$ cat config.mk
export PLATFORM = sky130hd
export DESIGN_NAME = kmt_row_logic
export DESIGN_NICKNAME = d
export VERILOG_FILES = /design/src/design/kmt_pkg.sv /design/src/design/kmt_row_logic.sv
export SDC_FILE = /design/constraint.sdc
export NUM_CORES = 1
export LEC_CHECK = 0
export BUFFER_PORTS_ARGS = -buffer_cell sky130_fd_sc_hd__buf_4
export CAP_MARGIN = 5
export CORE_AREA = 4 4 60 62
export DETAILED_ROUTE_END_ITERATION = 8
export DIE_AREA = 0 0 64 66
export PLACE_DENSITY = 0.78
export SLEW_MARGIN = 40
export SYNTH_ARGS = -nofsm -noshare
export SYNTH_HDL_FRONTEND = slang
export SYNTH_SLANG_ARGS = --single-unit
$ cat constraint.sdc
create_clock -name vclk -period 1.6
set_clock_uncertainty 0.1 [all_clocks]
set_input_delay 0.32 -clock vclk [all_inputs]
set_output_delay 0.32 -clock vclk [all_outputs]
set_load 0.05 [all_outputs]
$ cat src/design/kmt_pkg.sv
// Package for the killer move table: field widths, operation codes,
// row layout and the update record passed from the row logic to the top level.
// No dependencies.
`default_nettype none

package kmt_pkg;

  localparam int unsigned DefaultDepthRows = 256;
  localparam int unsigned DepthW           = 8;
  localparam int unsigned MoveW            = 16;
  localparam int unsigned SlotCount        = 3;
  localparam int unsigned RowW             = SlotCount * MoveW;
  localparam int unsigned OpW              = 2;
  localparam int unsigned OutDataW         = 8;
  localparam int unsigned InDataW          = 24;

  typedef enum logic [OpW-1:0] {
    OpInsert = 2'd0,
    OpQuery  = 2'd1,
    OpClear  = 2'd2,
    OpNone   = 2'd3
  } op_e;

  typedef logic [MoveW-1:0] move_t;

  typedef struct packed {
    move_t slot2;
    move_t slot1;
    move_t slot0;
  } row_t;

  typedef struct packed {
    logic hit;
    logic wr_en;
    logic clear;
    row_t wr_row;
  } upd_t;

endpackage

`default_nettype wire

$ cat src/design/kmt_row_logic.sv
// Compare and shift logic for one row: finds the move in the row and builds
// the row to write back. Depends on kmt_pkg.
`default_nettype none

module kmt_row_logic
  import kmt_pkg::*;
(
  input  wire op_e   op_i,
  input  wire logic  in_range_i,
  input  wire row_t  row_i,
  input  wire move_t move_i,
  output      upd_t  upd_o
);

  logic match0;
  logic match1;
  logic match2;

  assign match0 = (row_i.slot0 == move_i);
  assign match1 = (row_i.slot1 == move_i);
  assign match2 = (row_i.slot2 == move_i);

  always_comb begin
    upd_o              = '0;
    upd_o.wr_row.slot0 = move_i;
    upd_o.wr_row.slot1 = row_i.slot0;
    upd_o.wr_row.slot2 = row_i.slot1;
    unique case (op_i)
      OpInsert: begin
        upd_o.hit   = in_range_i && (match0 || match1 || match2);
        upd_o.wr_en = in_range_i && !match0 && !match1;
      end
      OpQuery: begin
        upd_o.hit = in_range_i && (match0 || match1 || match2);
      end
      OpClear: begin
        upd_o.clear = 1'b1;
      end
      default: begin
        upd_o.hit = 1'b0;
      end
    endcase
  end

endmodule

`default_nettype wire

# Word level (Yosys, flattened, before mapping)

Cells that the tools add are included.

Register bits after elaboration: 0
Bits in latches: 0
Bits in writable memories: 0
ROM bits: 0
Bits of input ports: 67
Output and inout port bits: 51
Logic and storage cells: 17
Memories kept: 0

Add/sub/neg operators: 0
Multiply operators: 0
Div/mod/pow operators: 0
$lt $le $gt $ge: 0
Equality and inequality tests: 5
Shift operators: 0
Mux-type cells: 3
Bitwise logic cells: 0
Reductions and logical operators: 9

Operators by type and width:

| kind                                          | number |
|---|---|
| == test 16 bit                                | 3 |
| logical AND 1 bit                             | 3 |
| 2-to-1 mux 1 bit                              | 3 |
| == test 2 x 1 -> 1 bit, second input constant | 1 |
| == test 2 bit, second input constant          | 1 |
| logical NOT 1 bit                             | 2 |
| logical NOT 2 bit                             | 1 |
| logical OR 1 bit                              | 2 |
| OR reduction 2 bit                            | 1 |

# Longest topological paths before layout

Depth in word-level cells: 5
Mapped depth: 4

# Least setup slack after synthesis

OpenSTA, ideal clock, no wires.

Path kind: input -> output
Start: input row_i[8] (netlist bit)
End: output upd_o[50] (netlist bit)
Arrival: 1.749 ns
Data required time: 1.180 ns
Setup slack: -0.569 ns
Stages: 4
Cells stage by stage: xor2_1 nor4_1 nand4_1 a31oi_1

RTL lines:

| item               | RTL line            | RTL |
|---|---|---|
| start: declaration | kmt_row_logic.sv:10 | `input wire row_t row_i,` |
| end: declaration   | kmt_row_logic.sv:12 | `output upd_t upd_o` |

==> results.md <==
* Outcome: finished, violations left
* Failing checks: negative setup slack
* Worst vdd ir at about 0.17 mV
* Residual DRC at 0
* Yosys warning total at 0
* Initial antenna violation count at 0
* # IOs at ~120
* Design Area, Final at 1700 um^2
* Synth Net Count at about 180
* Max-Cap Viols at 0
* Crit path arrival time at about 1.6 ns
* Nets@finish at between 200 and 300
* Clock share of power at 0%
* Critical path buffer and inverter count at 2
* Crit-path slowest cell: nor4_2
* Vias in the first global route at around 1,000
* Placed cell area at around 1500 um^2
* Largest net degree at the start of global routing at 5
* Unrepaired setup endpoints after global routing: yes
* Clock buf count at 0
* Adder-cell share of the synthesized area at 0%
* Setup CP Type: primary input to primary output
* Post-Synth XOR/XNOR Area at 46.4%
* Die area at between 4000 and 5000 um^2
* Internal power at roughly 280 uW
* Share of layout cells above drive strength 1 at about 73%
* CP max FO at 2
* Met2 WL post-DR at approximately 1800 um
* Largest family of logic cells by synthesized area: XOR/XNOR gates
* ANT nets after route at 0
* Pleak at approximately 0.84 nW
* Yosys cell types at 8
* Top cells by area, synth: xor2_1 (46%), buf_4 (40%), nor4_1 (8.3%)
* Synth top area share at 46.4%
* All-layer global routing usage at 13.2%
* Routed wire per std cell at roughly 13 um
* CP Capture Type: primary output
* DP HPWL at 2730 um
* CP delay by family, top: simple AND/OR/NAND/NOR gates
* Via density at around 4.1
* Net switching fraction of the power at between 50 and 60%
* Final Cycle Share at 124%
* Reg area at 0 um^2
* First-pass DRT Iterations at 2
* Ant. Diodes at 0
* Synth area leader: xor2_1
* Gate power share at between 90% and 100%
* First-pass GRT wire length at 4520 um
* Post-Synth Simple-Gate Area at 13.1%
* Worst Hold Class: primary input to primary output
* WL met3 at approximately 310 um
* Initial DRC Count at 5
* Psw at 397 uW
* Min cycle time layout at between 1.5 and 2 ns
* Worst-margin pin slew at about 0.27 ns
* Leading cell types in the layout, fill and taps excluded: buf_4 (104), xor2_1 (43), buf_6 (13)
* Chip width at roughly 64 um
* Final worst slack at -0.383 ns
* Total grt overflow at 0
* Mean Syn Cell Area at 7.88 um^2
* Share of power burned in registers at 0%
* Gpl congestion at just under 0.8
* Final hold vios at 0
* P&R area growth vs syn at 87.3%
* Fin. max-slew vios at 0
* Post-synthesis sequential area ratio at 0%
* CP max stage delay at a little over 0.3 ns
* Crit-path cells: buf_4, xor2_1, nor4_2, nand4_1, and4bb_2, buf_8
* Routed WL at around 3100 um
* Core box area at 3030 um^2
* Critical path startpoint category: primary input
* Cell row count at 20
* Synth Area in Compound Gates at less than 1%
* Sum of negative setup slack at -0.725 ns
* Syn Std Cell Area at 906 um^2
* Mux contribution to synthesized area at 0%
* Initial Util at approximately 30%
* Slew HR at 81.8%
* FFs & Latches at 0
* Endpoints failing setup at 2
* PortBufs at ~120
* Die height at between 60 and 70 um
* CP required at 1.18 ns
* WL met1 at around 1000 um
* Final Util at between 50% and 60%
* Top layer in use: met3
* Syn Inst Count at between 100 and 150
* FMAX at 0.504 GHz
* Leading cell type in the layout, fill and taps excluded: buf_4
* Via count at between 900 and 1,000
* Pwr/cell area at approximately 400 nW/um^2
-- layout make-up --
cell class | count | area (um^2)
Fill cell | 303 | 1330
Timing Repair Buffer | 121 | 987
Multi-Input combinational cell | 67 | 654
Tap cell | 44 | 55.1
-- cell usage after synthesis --
cell / count
a31oi_1: 1
nor2b_1: 1
nand4_1: 3
xor2_1: 48
nand2b_1: 1
nor4_1: 12
and4bb_1: 1
buf_4: 48
-- repair_timing --
| action | 4_1_cts | 5_1_grt |
|---|---|---|
| gates resized for setup | 29 | 6 |
| hold buffers | 0 | 0 |
| buffers inserted | 0 | 1 |
| endpoints found under the setup margin | 2 | 2 |
| pin swaps | 20 | 12 |
-- metal layers --
metal / vias to the layer above / global-route usage [%]
met5: - / 0
met4: 0 / 0
met2: 59 / 27.5
li1: 474 / -
met1: 428 / 14.3
met3: 0 / 2.38
-- stage by stage --
stage | power [mW] | hold slack, ns | instances | worst slack (ns)
6_report | 0.672 | 0.796 | 232 | -0.383
5_1_grt | 0.708 | 0.802 | 232 | -0.441
4_1_cts | 0.668 | 0.795 | 231 | -0.386
3_5_place_dp | 0.626 | 0.812 | 231 | -0.527
3_3_place_gp | 0.623 | 0.811 | 231 | -0.467
2_1_floorplan | 0.421 | 0.707 | 115 | -0.120
-- cells by family (layout without fill, tap and decap cells) --
group	after synthesis	count (layout)
AOI/OAI and AO/OA	1	1
buffers and inverters	48	121
and+or+nand+nor	18	18
xor gates and xnor gates	48	48
-- final timing paths --
kind                      start  cells past startpoint        end
worst max-delay path   row_i[6]                      6  upd_o[49]
worst min-delay path  row_i[27]                      2  upd_o[43]
-- power groups by stage --
stage / Clock (mW) / Sequential (mW) / Combinational (mW)
after global routing: 0 / 0 / 0.708
after detailed placement: 0 / 0 / 0.626
after CTS: 0 / 0 / 0.668
final: 0 / 0 / 0.672
after floorplan: 0 / 0 / 0.421
after global placement: 0 / 0 / 0.623
No activity file was read; power rests on OpenSTA's default activity.
